<file path="src/hw/rtl/u2tf_pkg.sv">
`timescale 1ns / 1ps
package u2tf_pkg;

	localparam int CHUNK_W = 64;
	localparam int CHARS_W = 4;
	localparam int FMT_W   = 2;

	// format selector bits; format three falls on binary
	localparam int FMT_DEC_BIT = 0;
	localparam int FMT_BIN_BIT = 1;

	localparam logic [7:0] CH_ZERO     = 8'h30;
	localparam logic [7:0] CH_X        = 8'h78;
	localparam logic [7:0] CH_B        = 8'h62;
	localparam logic [7:0] CH_HEX_BASE = 8'h57;  // 'a' - 10

	typedef enum logic [4:0] {
		ST_IDLE   = 5'b00001,
		ST_CONV   = 5'b00010,
		ST_PRE0   = 5'b00100,
		ST_PRE1   = 5'b01000,
		ST_DIGITS = 5'b10000
	} state_t;

	typedef struct packed {
		logic load;
		logic conv_step;
		logic digit_step;
		logic is_bin;
		logic is_dec;
	} shift_ctrl_t;

	function automatic logic [7:0] digit_char(input logic [3:0] d);
		logic [7:0] c;
		if (d < 4'd10) begin
			c = CH_ZERO + {4'b0000, d};
		end else begin
			c = CH_HEX_BASE + {4'b0000, d};
		end
		return c;
	endfunction

endpackage

</file>
<file path="src/hw/rtl/u2tf_shift_unit.sv">
`timescale 1ns / 1ps
module u2tf_shift_unit #(
	parameter int VALUE_BITS     = 128,
	parameter int DECIMAL_DIGITS = 40
) (
	input  logic                     clk,
	input  u2tf_pkg::shift_ctrl_t    ctrl,
	input  logic [VALUE_BITS-1:0]    load_value,
	output logic [3:0]               digit
);
	import u2tf_pkg::*;

	localparam int HEX_W = ((VALUE_BITS + 3) / 4) * 4;
	localparam int BCD_W = DECIMAL_DIGITS * 4;

	logic [HEX_W-1:0] val_q;
	logic [BCD_W-1:0] bcd_q;
	logic [BCD_W-1:0] bcd_adj;

	// add-3 on every digit of 5 or more, then one shift doubles the register
	always_comb begin
		for (int g = 0; g < DECIMAL_DIGITS; g++) begin
			if (bcd_q[4*g +: 4] >= 4'd5) begin
				bcd_adj[4*g +: 4] = bcd_q[4*g +: 4] + 4'd3;
			end else begin
				bcd_adj[4*g +: 4] = bcd_q[4*g +: 4];
			end
		end
	end

	always_ff @(posedge clk) begin
		if (ctrl.load) begin
			val_q <= HEX_W'(load_value);
			bcd_q <= '0;
		end else if (ctrl.conv_step) begin
			bcd_q <= {bcd_adj[BCD_W-2:0], val_q[VALUE_BITS-1]};
			val_q <= val_q << 1;
		end else if (ctrl.digit_step) begin
			if (ctrl.is_dec) begin
				bcd_q <= bcd_q << 4;
			end else if (ctrl.is_bin) begin
				val_q <= val_q << 1;
			end else begin
				val_q <= val_q << 4;
			end
		end
	end

	always_comb begin
		if (ctrl.is_dec) begin
			digit = bcd_q[BCD_W-1 -: 4];
		end else if (ctrl.is_bin) begin
			digit = {3'b000, val_q[VALUE_BITS-1]};
		end else begin
			digit = val_q[HEX_W-1 -: 4];
		end
	end

endmodule

</file>
<file path="src/hw/rtl/uint128_to_text_formatter_unit.sv">
`timescale 1ns / 1ps
// Hex and binary items pass ST_PRE0, ST_PRE1 and ST_DIGITS; decimal items pass ST_CONV
// and then ST_DIGITS. One digit per cycle through the digit shift register, unless the
// output stalls, sets the text phase; the decimal conversion is one double-dabble step
// per cycle. One item at a time: the next item is taken the cycle after the last
// digit. arst_n clears the sequencer, chunk packer and output valid; data registers
// are not reset.
module uint128_to_text_formatter_unit #(
	parameter int VALUE_BITS       = 128,
	parameter int DECIMAL_DIGITS   = 40,
	parameter int CHARS_PER_RESULT = 8
) (
	input  logic         clk,
	input  logic         arst_n,
	input  logic         s_axis_tvalid,
	output logic         s_axis_tready,
	input  logic [127:0] s_axis_tdata,  // value_high[63:0], value_low[127:64]
	input  logic [1:0]   s_axis_tuser,  // format[1:0]
	output logic         m_axis_tvalid,
	input  logic         m_axis_tready,
	output logic [71:0]  m_axis_tdata,  // text_chunk[63:0], chunk_chars[67:64], zero
	output logic         m_axis_tlast   // last_chunk
);
	import u2tf_pkg::*;

	localparam int NIBBLES = (VALUE_BITS + 3) / 4;
	localparam int CNT_MAX = (VALUE_BITS > DECIMAL_DIGITS) ? VALUE_BITS : DECIMAL_DIGITS;
	localparam int CNT_W   = $clog2(CNT_MAX + 1);

	state_t             state_q;
	logic [CNT_W-1:0]   cnt_q;
	logic               lead_q;
	logic               is_bin_q;
	logic               is_dec_q;
	logic [CHUNK_W-1:0] chunk_q;
	logic [CHARS_W-1:0] fill_q;
	logic               out_valid_q;
	logic [CHUNK_W-1:0] out_data_q;
	logic [CHARS_W-1:0] out_chars_q;
	logic               out_last_q;

	logic               accept;
	logic               out_free;
	logic               emit;
	logic               emit_last;
	logic [7:0]         emit_char;
	logic [CHUNK_W-1:0] chunk_new;
	logic [CHARS_W-1:0] fill_new;
	logic               flush;
	logic               go;
	logic [3:0]         digit;
	logic [127:0]       value_full;
	shift_ctrl_t        sctrl;

	assign s_axis_tready = (state_q == ST_IDLE);
	assign accept        = s_axis_tvalid && s_axis_tready;
	assign value_full    = {s_axis_tdata[63:0], s_axis_tdata[127:64]};
	assign out_free      = !out_valid_q || m_axis_tready;

	always_comb begin
		emit      = 1'b0;
		emit_last = 1'b0;
		emit_char = CH_ZERO;
		case (state_q)
			ST_PRE0: begin
				emit = 1'b1;
			end
			ST_PRE1: begin
				emit      = 1'b1;
				emit_char = is_bin_q ? CH_B : CH_X;
			end
			ST_DIGITS: begin
				// leading zeros are dropped, but the final digit always goes out
				emit      = !(lead_q && (digit == 4'd0) && (cnt_q != CNT_W'(1)));
				emit_last = (cnt_q == CNT_W'(1));
				emit_char = digit_char(digit);
			end
			default: begin
				emit = 1'b0;
			end
		endcase
	end

	always_comb begin
		chunk_new = chunk_q;
		for (int b = 0; b < 8; b++) begin
			if (fill_q == CHARS_W'(b)) begin
				chunk_new[CHUNK_W-1-8*b -: 8] = emit_char;
			end
		end
		fill_new = fill_q + CHARS_W'(1);
		flush    = emit && ((fill_new == CHARS_W'(CHARS_PER_RESULT)) || emit_last);
		go       = !flush || out_free;
	end

	assign sctrl.load       = accept;
	assign sctrl.conv_step  = (state_q == ST_CONV);
	assign sctrl.digit_step = (state_q == ST_DIGITS) && go;
	assign sctrl.is_bin     = is_bin_q;
	assign sctrl.is_dec     = is_dec_q;

	u2tf_shift_unit #(
		.VALUE_BITS    (VALUE_BITS),
		.DECIMAL_DIGITS(DECIMAL_DIGITS)
	) u_shift (
		.clk       (clk),
		.ctrl      (sctrl),
		.load_value(value_full[VALUE_BITS-1:0]),
		.digit     (digit)
	);

	always_ff @(posedge clk or negedge arst_n) begin
		if (!arst_n) begin
			state_q     <= ST_IDLE;
			cnt_q       <= '0;
			lead_q      <= 1'b0;
			is_bin_q    <= 1'b0;
			is_dec_q    <= 1'b0;
			chunk_q     <= '0;
			fill_q      <= '0;
			out_valid_q <= 1'b0;
		end else begin
			if (emit && go && flush) begin
				out_valid_q <= 1'b1;
			end else if (m_axis_tready) begin
				out_valid_q <= 1'b0;
			end
			if (emit && go) begin
				if (flush) begin
					chunk_q <= '0;
					fill_q  <= '0;
				end else begin
					chunk_q <= chunk_new;
					fill_q  <= fill_new;
				end
			end
			case (state_q)
				ST_IDLE: begin
					if (accept) begin
						is_bin_q <= s_axis_tuser[FMT_BIN_BIT];
						is_dec_q <= !s_axis_tuser[FMT_BIN_BIT] && s_axis_tuser[FMT_DEC_BIT];
						lead_q   <= 1'b1;
						if (s_axis_tuser[FMT_BIN_BIT]) begin
							cnt_q   <= CNT_W'(VALUE_BITS);
							state_q <= ST_PRE0;
						end else if (s_axis_tuser[FMT_DEC_BIT]) begin
							cnt_q   <= CNT_W'(VALUE_BITS);
							state_q <= ST_CONV;
						end else begin
							cnt_q   <= CNT_W'(NIBBLES);
							state_q <= ST_PRE0;
						end
					end
				end
				ST_CONV: begin
					if (cnt_q == CNT_W'(1)) begin
						cnt_q   <= CNT_W'(DECIMAL_DIGITS);
						state_q <= ST_DIGITS;
					end else begin
						cnt_q <= cnt_q - CNT_W'(1);
					end
				end
				ST_PRE0: begin
					if (go) begin
						state_q <= ST_PRE1;
					end
				end
				ST_PRE1: begin
					if (go) begin
						state_q <= ST_DIGITS;
					end
				end
				ST_DIGITS: begin
					if (go) begin
						cnt_q <= cnt_q - CNT_W'(1);
						if (emit) begin
							lead_q <= 1'b0;
						end
						if (cnt_q == CNT_W'(1)) begin
							state_q <= ST_IDLE;
						end
					end
				end
				default: begin
					state_q <= ST_IDLE;
				end
			endcase
		end
	end

	always_ff @(posedge clk) begin
		if (emit && go && flush) begin
			out_data_q  <= chunk_new;
			out_chars_q <= fill_new;
			out_last_q  <= emit_last;
		end
	end

	assign m_axis_tvalid = out_valid_q;
	assign m_axis_tdata  = {4'b0000, out_chars_q, out_data_q};
	assign m_axis_tlast  = out_last_q;

	a_chars_range: assert property (@(posedge clk) disable iff (!arst_n)
		out_valid_q |-> (out_chars_q != '0) && (out_chars_q <= CHARS_W'(CHARS_PER_RESULT)))
		else $error("output word with bad character count");

	a_full_unless_last: assert property (@(posedge clk) disable iff (!arst_n)
		(out_valid_q && !out_last_q) |-> (out_chars_q == CHARS_W'(CHARS_PER_RESULT)))
		else $error("short word before last word");

	a_packer_empty: assert property (@(posedge clk) disable iff (!arst_n)
		accept |-> (fill_q == '0) && (chunk_q == '0))
		else $error("chunk packer not empty at new item");

	a_digit_count: assert property (@(posedge clk) disable iff (!arst_n)
		(state_q == ST_DIGITS) |-> (cnt_q != '0))
		else $error("digit counter ran out");

endmodule

</file>
<file path="config.mk">
export PLATFORM = sky130hd
export DESIGN_NAME = uint128_to_text_formatter_unit
export DESIGN_NICKNAME = d
export VERILOG_FILES = /design/src/hw/rtl/u2tf_pkg.sv /design/src/hw/rtl/u2tf_shift_unit.sv /design/src/hw/rtl/uint128_to_text_formatter_unit.sv
export SDC_FILE = /design/constraint.sdc
export NUM_CORES = 1
export LEC_CHECK = 0
export BUFFER_PORTS_ARGS = -buffer_cell sky130_fd_sc_hd__buf_4
export CORE_ASPECT_RATIO = 0.8
export CORE_MARGIN = 4
export CORE_UTILIZATION = 40
export CTS_BUF_LIST = sky130_fd_sc_hd__clkbuf_2
export CTS_CLUSTER_DIAMETER = 30
export DETAILED_ROUTE_END_ITERATION = 12
export PLACE_DENSITY_LB_ADDON = 0.15
export SLEW_MARGIN = 5
export SYNTH_ARGS = -nofsm -noshare
export SYNTH_HDL_FRONTEND = slang
export SYNTH_SLANG_ARGS = --single-unit
</file>
<file path="constraint.sdc">
create_clock -name clk -period 14.36 [get_ports clk]
set_input_delay 0.718 -clock clk [delete_from_list [all_inputs] [get_ports clk]]
set_output_delay 0.718 -clock clk [all_outputs]
set_load 0.02 [all_outputs]
</file>
### Word level (Yosys, flattened, before mapping)

Cells that the tools add are included.

| storage, ports and cells | value |
|---|---|
| flip-flop bits (word level) | 442 |
| latch bits | 0 |
| RAM bits | 0 |
| memory bits (read-only) | 0 |
| memories | 0 |

| operators by class | value |
|---|---|
| $add $sub $neg | 44 |
| multiply operators | 0 |
| div/mod/pow operators | 0 |
| $lt $le $gt $ge | 41 |
| eq/ne operators | 23 |
| shift operators | 0 |
| muxes and demuxes | 86 |
| bitwise logic cells | 0 |
| reductions and logical operators | 30 |

Operators with widths:

| cell | number |
|---|---|
| $mux W128 | 5 |
| $mux W160 | 3 |
| $mux W4 | 42 |
| $ge A4 B3 Y1 const B | 40 |
| $add A4 B2 Y4 const B | 39 |
| $mux W8 | 14 |
| $mux W64 | 1 |
| $mux W5 | 7 |
| $pmux W5 S5 | 1 |
| $pmux W8 S3 | 1 |
| $eq A4 B3 Y1 const B | 4 |
| $pmux W8 S2 | 1 |
| $ne A2 B2 Y1 const B | 5 |
| $mux W3 | 3 |
| $add A7 B4 Y8 const A | 1 |
| $eq A4 B2 Y1 const B | 2 |
| $eq A8 B1 Y1 const B | 1 |
| $logic_and A1 B1 Y1 | 8 |
| $logic_not A4 Y1 | 2 |
| $ne A8 B1 Y1 const B | 1 |
| $reduce_bool A2 Y1 | 4 |
| $sub A8 B1 Y8 const B | 1 |
| $add A6 B4 Y7 const A | 1 |
| $mux W1 | 6 |
| 21 further kinds | 31 |

### Longest topological paths before layout

Gate-level depths: netlist (run 1).

| depth | value |
|---|---|
| depth in word-level cells | 14 |
| gate-level depth with buffers | 12 |
| gate-level depth less buffers | 9 |

### By module

A second synthesis (run 1) with hierarchy kept.

| unflattened totals | value |
|---|---|
| cells, all modules | 2425 |
| area, all modules | 23949.2 sq um |

Modules (own cells, without submodules):

| module | times used | cells an instance | area an instance (sq um) | sequential area each (sq um) |
|---|---|---|---|---|
| u2tf_shift_unit | 1 | 1872 | 17262.8 | 7046.8 |
| uint128_to_text_formatter_unit | 1 | 553 | 6686.4 | 4200.3 |

### Least setup slack after synthesis (run 1)

OpenSTA, ideal clock, no wires.

| timing | value |
|---|---|
| path kind | flip-flop to flip-flop |
| from | register is_bin_q |
| to | register u_shift.val_q[0], enable pin |
| arrival | 11.040 ns |
| path slack | 2.528 ns |
| stages on the path, launching flop included | 12 |
| buffers on the path | 2 |
| clock period less this slack | 11.832 ns |
| path through | dfrtp_1 > clkbuf_1 > mux2i_1 > nor2_1 > a21oi_1 > ha_1 > nand2_1 > or3_1 > o22ai_2 > buf_4 > nand2_1 > o21ai_0 |

| between the ends | value |
|---|---|
| longest elaborated chain between the ends | 13 |

RTL lines:

| what | line | RTL |
|---|---|---|
| start, declared | uint128_to_text_formatter_unit.sv:33 | `logic is_bin_q;` |
| start signal, assigned | uint128_to_text_formatter_unit.sv:140 | `is_bin_q <= s_axis_tuser[FMT_BIN_BIT];` |
| $mux W4 | u2tf_shift_unit.sv:52 | `end else if (ctrl.is_bin) begin` |
| $mux W4 | u2tf_shift_unit.sv:50 | `if (ctrl.is_dec) begin` |
| $logic_not A4 Y1 | uint128_to_text_formatter_unit.sv:74 | `emit = !(lead_q && (digit == 4'd0) && (cnt_q != CNT_W'(1)));` |
| $logic_and A1 B1 Y1 (2 in a row) | uint128_to_text_formatter_unit.sv:74 |  |
| $logic_not A1 Y1 | uint128_to_text_formatter_unit.sv:74 |  |
| $pmux W1 S2 | uint128_to_text_formatter_unit.sv:64 | `case (state_q)` |
| $logic_and A1 B1 Y1 | uint128_to_text_formatter_unit.sv:92 | `flush = emit && ((fill_new == CHARS_W'(CHARS_PER_RESULT)) \|\| emit_last);` |
| $logic_not A1 Y1 | uint128_to_text_formatter_unit.sv:93 | `go = !flush \|\| out_free;` |
| $logic_or A1 B1 Y1 | uint128_to_text_formatter_unit.sv:93 |  |
| $logic_and A1 B1 Y1 | uint128_to_text_formatter_unit.sv:98 | `assign sctrl.digit_step = (state_q == ST_DIGITS) && go;` |
| $reduce_bool A3 Y1 (no line) | n/a |  |
| $reduce_and A2 Y1 (no line) | n/a |  |
| end signal, assigned | u2tf_shift_unit.sv:37 | `val_q <= val_q << 1;` |
| end signal, assigned | u2tf_shift_unit.sv:42 | `val_q <= val_q << 1;` |
| end signal, assigned | u2tf_shift_unit.sv:44 | `val_q <= val_q << 4;` |
| end, declared | u2tf_shift_unit.sv:16 | `logic [HEX_W-1:0] val_q;` |

No other way between the ends.
A chain may end at the register's enable or synchronous reset.

### Worst setup path in the final report (run 1)

| timing | value |
|---|---|
| from | register is_bin_q |
| to | register u_shift.val_q[44], enable pin |

Same word-level chain as after synthesis.

==> results of run 1 <==
## worst paths after layout
| check | endpoint | slack [ps] | cells past startpoint |
|---|---|---|---|
| setup reg to reg | u_shift.val_q[44]$_DFFE_PP_ | 9470 | 12 |
| max in group asynchronous | chunk_q[54]$_DFFE_PN0P_ | 13260 | 3 |
| setup / recovery | u_shift.val_q[44]$_DFFE_PP_ | 9470 | 12 |
| hold / removal | chunk_q[50]$_DFFE_PN0P_ | 330 | 3 |
| hold reg to reg | chunk_q[55]$_DFFE_PN0P_ | 480 | 1 |
| min in group clk | u_shift.val_q[52]$_DFFE_PP_ | 350 | 4 |
## cells by family (layout without fill, tap and decap cells)
family	Yosys count	count (layout)	synth area share (%)
other cells	1	14	0.0155
flops	442	442	46.6
compound gates	739	739	18.1
xor+xnor	44	44	1.60
mux	284	284	11.8
buf+inv	259	676	4.72
simple gates	699	699	12.6
fa+ha+maj	89	89	4.61
## sequential cells by signal, indices dropped and copies added (netlist names), 4 cells and up
name           cells
out_data_q        64
out_chars_q        4
state_q            5
u_shift.val_q    128
cnt_q              8
u_shift.bcd_q    160
chunk_q           64
fill_q             4
## cells in the mapped netlist (6+ instances only)
cell type / count
a211oi_1: 21
a21oi_1: 145
a221oi_1: 38
a22o_1: 38
a311oi_1: 21
a31oi_1: 41
and2_1: 26
buf_1: 6
buf_2: 48
buf_4: 12
buf_6: 8
clkbuf_1: 95
dfrtp_1: 84
dfxtp_1: 160
edfxtp_1: 197
ha_1: 89
inv_1: 88
mux2i_1: 282
nand2_1: 401
nand2b_1: 52
nand3_1: 43
nor2_1: 96
nor3_1: 54
o211ai_1: 9
o21ai_0: 372
o21ai_1: 7
o2bb2ai_1: 16
xnor2_1: 42
## through the flow
step | utilization, % | instances | power, mW | worst slack (ps)
after floorplan | - | 2560 | 3.58 | 2530
after global placement | 43.7 | 3394 | 3.93 | 9580
after detailed placement | 43.7 | 3394 | 3.99 | 9520
after CTS | 48.0 | 3756 | 5.02 | 9500
after global routing | 48.0 | 3765 | 5.37 | 9150
final | 48.0 | 3766 | 4.96 | 9470
## power groups by stage
stage | clock network [mW] | logic, mW | registers, mW
after floorplan | 0 | 1.43 | 2.15
after global placement | 0 | 1.76 | 2.18
after detailed placement | 0 | 1.80 | 2.19
after CTS | 1.02 | 1.84 | 2.16
after global routing | 1.08 | 2.07 | 2.21
final | 0.970 | 1.83 | 2.17
## worst register-to-register path, cell delays in order, from the launching register on
cell and delay [ps]:
dfrtp_1 590, mux2i_1 270, nor2_1 60, a21oi_1 270, ha_1 220, nand2_1 80, or3_1 370, o22ai_4 160
buf_4 500, nand2_1 220, o21ai_4 180, buf_4 580, buf_4 920
## cell type report
cell class                      instances  area [µm²]  area share [%]
Multi-Input combinational cell       1859       11800            41.3
Sequential cell                       442       11200            39.2
Timing Repair Buffer                  360        3040            10.6
Tap cell                              779         975            3.40
Clock buffer                          176         881            3.07
Inverter                               89         334            1.17
Clock inverter                         51         322            1.12
Antenna cell                           10        25.0          0.0873
## cell usage in the layout, fill, tap and decap left out, types with 88 or more instances in the layout
cell | netlist | layout
buf_4 | 12 | 225
nand2_1 | 401 | 399
dlygate4sd3_1 | 0 | 135
edfxtp_1 | 197 | 197
inv_1 | 88 | 88
a21oi_1 | 145 | 144
nor2_1 | 96 | 94
ha_1 | 89 | 89
dfxtp_1 | 160 | 160
mux2i_1 | 282 | 282
o21ai_0 | 372 | 371
clkbuf_2 | 1 | 176
## layer usage
metal  vias up  wire length [µm]  track usage (%)
met2       521             28400             30.0
met3       132              3750             4.81
met1      9665             30400             27.3
met4         4              1580             6.36
li1       9908                 -                -
met5         -                26                0
## what timing repair did
action	CTS	global route
endpoints found under the hold margin	220	0
endpoints found under the setup margin	0	0
hold buffers	135	0
buffers inserted	0	0
==> results.ini, run 1 <==
[cts]
worstSkewPairLatency_ps = 1180
clk_pin_slew_ps = 110
ctsResizeCount = 0
cts.sink_count = 442
ctsHtreeMaxLevel = 3
numCtsBuffers = 120
root_buffer = clkbuf_2
cts_buffer_depth = 3
cts_tree = yes

[critical_path]
cpMostUsedCell = buf_4
crit_required_ps = 15080
crit_fanout = 75
crit_path_end_kind = flop
arrival_ps = 5610
path_buf_inv = 3
critPathLaunchType = flop
crit_type = flop to flop
worst_path_max_delay_cell = buf_4
worst_path_largest_cell_delay_ps = 870
path_delay_family = buffers and inverters
crit_chain = mux2i_1 > nor2_1 > a21oi_1 > ha_1 > nand2_1 > or3_1 > o22ai_4 > buf_4 > nand2_1 > o21ai_4 > buf_4 > buf_4
cp-startpoint = is_bin_q$_DFFE_PN0P_
r2r-start = is_bin_q$_DFFE_PN0P_

[route]
ant_nets = 0
drt-vias-per-instance = 5.37
wirelength_mm = 64.1
first_pass_iters = 6
drt_iter0_drc = 1395
avgRoutedWirePerCell_um = 17.0
drc = 0
vias = 20230

[cells_and_area]
drive_gt1_share_pct = 14.9
final_area_mm2 = 0.0287
n_fill_cell = 5617
area_delta_synth_final_pct = 18.7
final_nets = 3095

[sta]
drv_slew = 0
min_period_ps = 4890
skew_ps = 92.5
fmax_mhz = 204
setup_tns_ps = 0
period_share_pct = 34.1
rsz0062_at_grt = false
slew_headroom_pct = 13.3
whs_ps = 327
worst_pin_slew_ps = 1300
setup_violations = 0
report.final.hold_viol_count = 0

[power]
peakVddDrop_v = 0.000215
p_comb_share_pct = 36.8
p_switching_mw = 2.00
netSwitchingFraction_pct = 40.3
p_seq_share_pct = 43.6
p_leak_nw = 12.1
power_density_mw_per_mm2 = 173
p_int_mw = 2.97
clkPwrFrac_pct = 19.5

[grt]
grt_overflow = 0
grt_max_degree = 126
grt_pass1_wl_mm = 105
grt_pass1_vias = 20027
antenna_found_initial = 11
grt.total_usage_pct = 19.6

[synthesis]
synth_top_area_cell = edfxtp_1
yosys_warnings = 0
synth_cell_types = 67
postSynthAreaPerCell_um2 = 9.44
synth_area_mm2 = 0.0241
synthTopCellsByArea = edfxtp_1 25%, dfxtp_1 13%, mux2i_1 12%
ys_seq_area_share_pct = 46.6
yosys_most_used_dff = edfxtp_1
ys_ff_latch = 442
syn_inst = 2557
synth_top_area_share_pct = 24.5
async_flop_share_pct = 19.2
synth_edf_count = 197

[placed_design]
port_buffers = 204
dpl_cell_area_mm2 = 0.0261
dpl.hpwl_mm = 38.6
gp_congestion = 0.820

[floorplan]
core_mm2 = 0.0597
num_rows = 80
initial_core_util_pct = 40.5
fp.dieH_um = 228
boundaryPins = 209
die_area_mm2 = 0.0644
die_w_um = 283

[worst_hold_path]
hold_path_class = input pin to asynchronous set/reset pin

[outcome]
status = completed

[job]
maxCapViolCount = 0

Note: power is estimated with default switching activity, not from simulation.
==> run 2, diff against run 1 <==
--- a/config.mk
+++ b/config.mk
@@ -5,6 +5,7 @@
 export SDC_FILE = /design/constraint.sdc
 export NUM_CORES = 1
 export LEC_CHECK = 0
+export ABC_AREA = 1
 export BUFFER_PORTS_ARGS = -buffer_cell sky130_fd_sc_hd__buf_4
 export CORE_ASPECT_RATIO = 0.8
 export CORE_MARGIN = 4
==> constraint.sdc (replaced) <==
create_clock -name clk -period 4.7 [get_ports clk]
set_input_delay 0.235 -clock clk [delete_from_list [all_inputs] [get_ports clk]]
set_output_delay 0.235 -clock clk [all_outputs]
set_load 0.02 [all_outputs]
==> results.ini, run 2 <==
[power]
peakVddDrop_v = 0.000481  ; +120%
p_leak_nw = 13.9  ; +15%
power_density_mw_per_mm2 = 548  ; +220%

[critical_path]
crit_required_ps = 5720  ; -9360 ps
crit_fanout = 82  ; +9.3%
r2r-end = u_shift.val_q[23]$_DFFE_PP_
r2r.worst_path.cells = 8  ; -4
crit_path_end_kind = flop
r2r-start = state_q[3]$_DFFE_PN0P_
arrival_ps = 4820  ; -790 ps
critPathLaunchType = flop
reg2reg_slack_ps = 900  ; -8570 ps
crit_type = flop to flop

[grt]
antenna_found_initial = 8  ; -3
grt_max_degree = 138  ; +9.5%
grt_pass1_vias = 23028  ; +15%
grt_pass1_wl_mm = 114  ; +9.4%
grt.total_usage_pct = 20.7  ; +1.1 points
grt_overflow = 0  ; unchanged

[floorplan]
core_mm2 = 0.0599  ; +0.34%
die_w_um = 284  ; +0.35%
boundaryPins = 209  ; unchanged
initial_core_util_pct = 40.6  ; +0.16 points
num_rows = 80  ; unchanged
fp.dieH_um = 229  ; +0.34%
die_area_mm2 = 0.0648  ; +0.70%

[synthesis]
ys_seq_area_share_pct = 46.3  ; -0.33 points
yosys_warnings = 0  ; unchanged
async_flop_share_pct = 19.2  ; unchanged
ys_ff_latch = 442  ; unchanged
yosys_most_used_dff = edfxtp_1
synth_top_area_share_pct = 24.3  ; -0.18 points
synth_fa_ha_area_share_pct = 4.58  ; -0.033 points
synth_top_area_cell = edfxtp_1
synth_cell_types = 41  ; -39%
synth_xor_xnor_area_share_pct = 1.66  ; +0.061 points
synth_top_family_by_area = simple AND/OR/NAND/NOR gates
synthTopCellsByArea = edfxtp_1 24%, dfxtp_1 13%, nand2_1 10%
synth_area_mm2 = 0.0243  ; +0.72%
synth-simple-area-share_pct = 22.4  ; +9.8 points
synth_mux_area_share_pct = 0  ; -12 points
syn_inst = 3154  ; +23%
postSynthAreaPerCell_um2 = 7.71  ; -18%
synth-compound-area-share_pct = 17.6  ; -0.46 points
synth.most_common_cell = nand2_1
yosys-top-cells-count = 668 x nand2_1, 435 x o21ai_0, 399 x nor2_1, 251 x inv_1, 197 x edfxtp_1
synth_edf_count = 197  ; unchanged

[worst_hold_path]
min_from = s_axis_tvalid
holdPathEnd = state_q[0]$_DFFE_PN1P_
hold_path_class = input pin to flop
whs_path_depth = 5

[cts]
numCtsBuffers = 121  ; +0.83%
ctsResizeCount = 0  ; unchanged
post-cts-setup-buffers = 0  ; unchanged
ctsHtreeMaxLevel = 3  ; unchanged
root_buffer = clkbuf_2
worstSkewPairLatency_ps = 1210  ; +30 ps
cts.sink_count = 442  ; unchanged
cts_tree = yes
clk_pin_slew_ps = 110  ; about the same
cts_hold_buffers = 348  ; +160%
cts_buffer_depth = 3  ; unchanged

[cells_and_area]
area_delta_synth_final_pct = 27.5
largest_register = u_shift.bcd_q
final_cell_mix = 666 x nand2_1, 434 x o21ai_0, 397 x nor2_1
top_regs = u_shift.bcd_q x160, u_shift.val_q x128
layout_commonest_cell = nand2_1
final_area_mm2 = 0.0310  ; +8.2%
final_nets = 3896  ; +26%
drive_gt1_share_pct = 12.4  ; -2.5 points
largest_reg_flops = 160  ; unchanged
n_fill_cell = 5631  ; +0.25%

[placed_design]
dpl_cell_area_mm2 = 0.0263  ; +0.86%
dpl.hpwl_mm = 39.7  ; +3.0%
port_buffers = 204  ; unchanged
gp_congestion = 0.807  ; -1.6%

[sta]
report.final.hold_viol_count = 0  ; unchanged
skew_ps = 102  ; +9.54 ps
setup_violations = 0  ; unchanged
whs_ps = 217  ; -110 ps
slew_headroom_pct = 36.3  ; +23 points
worst_pin_slew_ps = 956  ; -344 ps
period_share_pct = 80.9  ; +47 points
fmax_mhz = 263  ; +29%
min_period_ps = 3800  ; -1090 ps
drv_slew = 0  ; unchanged
rsz0062_at_grt = false

[route]
drc = 0  ; unchanged
drt-vias-per-instance = 5.17  ; -3.8%
drt_iter0_drc = 1563  ; +12%
first_pass_iters = 7  ; +1
wirelength_mm = 68.9  ; +7.4%
vias = 23561  ; +16%
avgRoutedWirePerCell_um = 15.1  ; -11%
ant_nets = 0  ; unchanged

[job]
maxCapViolCount = 0  ; unchanged

[outcome]
status = completed

run 2: kinds of logic (layout without fill, tap and decap cells):
family,after synthesis,after routing
AOI/OAI and AO/OA,805,805
and+or+nand+nor,1328,1328
other,1,11
xor gates and xnor gates,46,46
buffers and inverters,443,1058
adders and majority gates,89,89
DFF,442,442
run 2: report_power, final:
part	internal (mW)	switching, mW
Combinational	2.79	4.58
Sequential	5.86	0.841
Clock	1.16	1.77
Total	9.80	7.19
run 2: final cells by class:
type                    count  area (µm²)  share of cell area (%)
well taps                 779         975                    3.14
clock buffers             174         871                    2.81
repair buffers            577        5300                    17.1
multi-input cells        2272       11300                    36.5
flip-flops and latches    442       11200                    36.3
clock inverters            48         309                   0.997
diodes                      7        17.5                  0.0565
inverters                 259         985                    3.18
run 2: per-layer routing:
| metal | track usage (%) | routed length (µm) | part of all wire (%) |
|---|---|---|---|
| met1 | 27.4 | 31300 | 45 |
| met4 | 7.51 | 1850 | 2.7 |
| met5 | 0 | 7 | 0.010 |
| met3 | 4.15 | 3750 | 5.4 |
| met2 | 33.9 | 32000 | 46 |
run 2: how the worst max path moves through the flow:
| stage | start | endpoint | slack (ps) | depth (start not counted) |
|---|---|---|---|---|
| 3_3_place_gp | u_shift.val_q[127]$_DFFE_PP_ | u_shift.val_q[103]$_DFFE_PP_ | 1180 | 16 |
| 5_1_grt | state_q[3]$_DFFE_PN0P_ | u_shift.val_q[50]$_DFFE_PP_ | 600 | 8 |
| 3_5_place_dp | is_bin_q$_DFFE_PN0P_ | u_shift.val_q[106]$_DFFE_PP_ | 1180 | 15 |
| 2_1_floorplan | u_shift.val_q[127]$_DFFE_PP_ | u_shift.val_q[0]$_SDFFCE_PN0P_ | -3420 | 14 |
| 4_1_cts | state_q[3]$_DFFE_PN0P_ | u_shift.val_q[126]$_DFFE_PP_ | 970 | 8 |
| 6_report | state_q[3]$_DFFE_PN0P_ | u_shift.val_q[23]$_DFFE_PP_ | 900 | 8 |
run 2: worst max-delay path: stages (launching register included):
cell and delay, ps:
dfrtp_1 440, nor2_2 210, nand4_1 570, nand2_4 180
buf_4 650, buf_4 590, nand2_1 150, a31oi_1 220
dlygate4sd3_1 580
run 2: through the flow:
step	cells	utilization, %	setup WS (ps)	setup TNS (ps)	power [mW]
2_1_floorplan	3157	-	-3420	-462060	11.5
3_3_place_gp	3981	43.9	1180	0	13.1
3_5_place_dp	3981	43.9	1180	0	13.2
4_1_cts	4551	51.8	974	0	17.0
5_1_grt	4557	51.8	602	0	18.5
6_report	4558	51.8	900	0	17.0
==> run 3, diff against run 2 <==
==> constraint.sdc (replaced) <==
create_clock -name clk -period 3.69 [get_ports clk]
set_input_delay 0.1845 -clock clk [delete_from_list [all_inputs] [get_ports clk]]
set_output_delay 0.1845 -clock clk [all_outputs]
set_load 0.02 [all_outputs]
==> results.ini, run 3 (synthesis gave the netlist of run 2 again) <==
[critical_path]
cp-startpoint = state_q[3]$_DFFE_PN0P_
worst_path_max_delay_cell = dlygate4sd3_1
crit_path_end_kind = flop
r2r.worst_path.cells = 9  ; +1
crit_chain = nor2_2 > nand4_1 > buf_12 > nand2_4 > buf_12 > o21ai_0 > a21oi_1 > nor2_1 > dlygate4sd3_1
crit_fanout = 133  ; +62%
r2r-end = u_shift.val_q[8]$_DFFE_PP_
r2r-start = state_q[3]$_DFFE_PN0P_
reg2reg_slack_ps = 510  ; -390 ps
arrival_ps = 4100  ; -720 ps
worst_path_largest_cell_delay_ps = 550  ; -100 ps
cpMostUsedCell = buf_12
worstSetupEndpoint = u_shift.val_q[8]$_DFFE_PP_
crit_type = flop to flop
crit_required_ps = 4610  ; -1110 ps
critPathLaunchType = flop

[cts]
numCtsBuffers = 121  ; unchanged
cts_hold_buffers = 296  ; -15%
clk_pin_slew_ps = 110  ; about the same
cts_buffer_depth = 3  ; unchanged
post-cts-setup-buffers = 0  ; unchanged
root_buffer = clkbuf_2
ctsResizeCount = 0  ; unchanged
cts.sink_count = 442  ; unchanged
cts_tree = yes
worstSkewPairLatency_ps = 1190  ; -20 ps
ctsHtreeMaxLevel = 3  ; unchanged

[sta]
fmax_mhz = 314  ; +19%
slew_headroom_pct = 30.2  ; -6.1 points
worst_pin_slew_ps = 1040  ; +86.1 ps
setup_violations = 0  ; unchanged
skew_ps = 118  ; +16.4 ps
rsz0062_at_grt = false
drv_slew = 0  ; unchanged
setup_slack_ps = 506  ; -394 ps
setup_tns_ps = 0  ; unchanged
min_period_ps = 3180  ; -616 ps
period_share_pct = 86.3  ; +5.4 points
report.final.hold_viol_count = 0  ; unchanged

[floorplan]
die_area_mm2 = 0.0648  ; unchanged
die_w_um = 284  ; unchanged
initial_core_util_pct = 40.6  ; unchanged
fp.dieH_um = 229  ; unchanged
boundaryPins = 209  ; unchanged
core_mm2 = 0.0599  ; unchanged
num_rows = 80  ; unchanged

[route]
first_pass_iters = 6  ; -1
drt-vias-per-instance = 5.12  ; -0.85%
vias = 23129  ; -1.8%
met3WireLength_mm = 3.71  ; -1.1%
wl_met2_mm = 31.1  ; -2.7%
drc = 0  ; unchanged
top_layer_used = met5
ant_nets = 0  ; unchanged
wl_met1_mm = 30.9  ; -1.2%
wirelength_mm = 67.3  ; -2.4%
avgRoutedWirePerCell_um = 14.9  ; -1.4%
drt_iter0_drc = 1720  ; +10%

[placed_design]
dpl_cell_area_mm2 = 0.0264  ; +0.48%
dp.cells = 3991  ; +0.25%
post-place-ws_ps = 833  ; -345 ps
dpl.hpwl_mm = 38.7  ; -2.6%
gp_congestion = 0.795  ; -1.6%
port_buffers = 204  ; unchanged

[worst_hold_path]
min_from = s_axis_tdata[11]
hold_path_class = input pin to flop

[grt]
grt.total_usage_pct = 20.2  ; -0.49 points
grt_overflow = 0  ; unchanged
antenna_found_initial = 7  ; -1
grt_pass1_wl_mm = 112  ; -2.4%
grt_pass1_vias = 22391  ; -2.8%
grt_max_degree = 151  ; +9.4%

[power]
p_switching_mw = 9.00  ; +25%
p_comb_share_pct = 42.5  ; -0.9 points
p_int_mw = 12.0  ; +22%
p_seq_share_pct = 40.5  ; +1.1 points
peakVddDrop_v = 0.000403  ; -16%
clkPwrFrac_pct = 16.9  ; -0.3 points
power_density_mw_per_mm2 = 687  ; +25%
netSwitchingFraction_pct = 42.9  ; +0.56 points
p_leak_nw = 13.7  ; -1.7%

[cells_and_area]
stdcell_count = 4513  ; -0.99%
final_area_mm2 = 0.0305  ; -1.5%
largest_reg_flops = 160  ; unchanged
final_cell_mix = 666 x nand2_1, 434 x o21ai_0, 397 x nor2_1
layout_commonest_cell = nand2_1
largest_register = u_shift.bcd_q
drive_gt1_share_pct = 12.8  ; +0.42 points
top_regs = u_shift.bcd_q x160, u_shift.val_q x128
area_delta_synth_final_pct = 25.6
final_nets = 3854  ; -1.1%

[job]
maxCapViolCount = 0  ; unchanged

[outcome]
status = completed

[run 3: final cells by class]
class	instances	area, µm²
inverter	259	985
antenna	7	17.5
clock buffer	175	876
clock inverter	44	229
tap	779	975
fill	5710	29300
timing repair buffer	535	4900
sequential	442	11200
multi-input combinational	2272	11300
[run 3: critical path, delay by kind of cell, from the launching register on]
| family | cells | cell delay (ps) |
|---|---|---|
| buffers and inverters | 3 | 1340 |
| AND/OR/NAND/NOR | 4 | 770 |
| flip-flops | 1 | 430 |
| AO/OA/AOI/OAI | 2 | 320 |
[run 3: power by group through the flow]
stage	combinational, mW	sequential [mW]	clock [mW]
2_1_floorplan	6.15	8.16	0
3_3_place_gp	8.22	8.52	0
3_5_place_dp	8.39	8.54	0
4_1_cts	8.88	8.46	3.73
5_1_grt	10.2	8.69	4.00
6_report	8.92	8.51	3.55
[run 3: per-stage QoR]
| step | utilization (%) | hold WS, ps | total power, mW |
|---|---|---|---|
| 3_5_place_dp | 44.2 | 354 | 16.9 |
| 6_report | 51.0 | 470 | 21.0 |
| 4_1_cts | 51.0 | 269 | 21.1 |
| 3_3_place_gp | 44.2 | 354 | 16.7 |
| 5_1_grt | 51.0 | 311 | 22.9 |
| 2_1_floorplan | - | -111 | 14.3 |
[run 3: worst min path at each step]
stage                                                 to  slack, ps  depth (start not counted)
after floorplan                   chunk_q[0]$_DFFE_PN0P_       -110                          0
after global placement           chunk_q[46]$_DFFE_PN0P_        350                          1
after detailed placement         chunk_q[44]$_DFFE_PN0P_        350                          1
after CTS                   u_shift.val_q[108]$_DFFE_PP_        270                          5
after global routing      u_shift.val_q[0]$_SDFFCE_PN0P_        310                          5
final                        u_shift.val_q[75]$_DFFE_PP_        470                          5
[run 3: metal layers]
metal,global-route usage (%),vias up
li1,-,11641
met1,27.4,10754
met2,32.8,602
met3,4.07,130
met4,6.30,2
met5,0,-
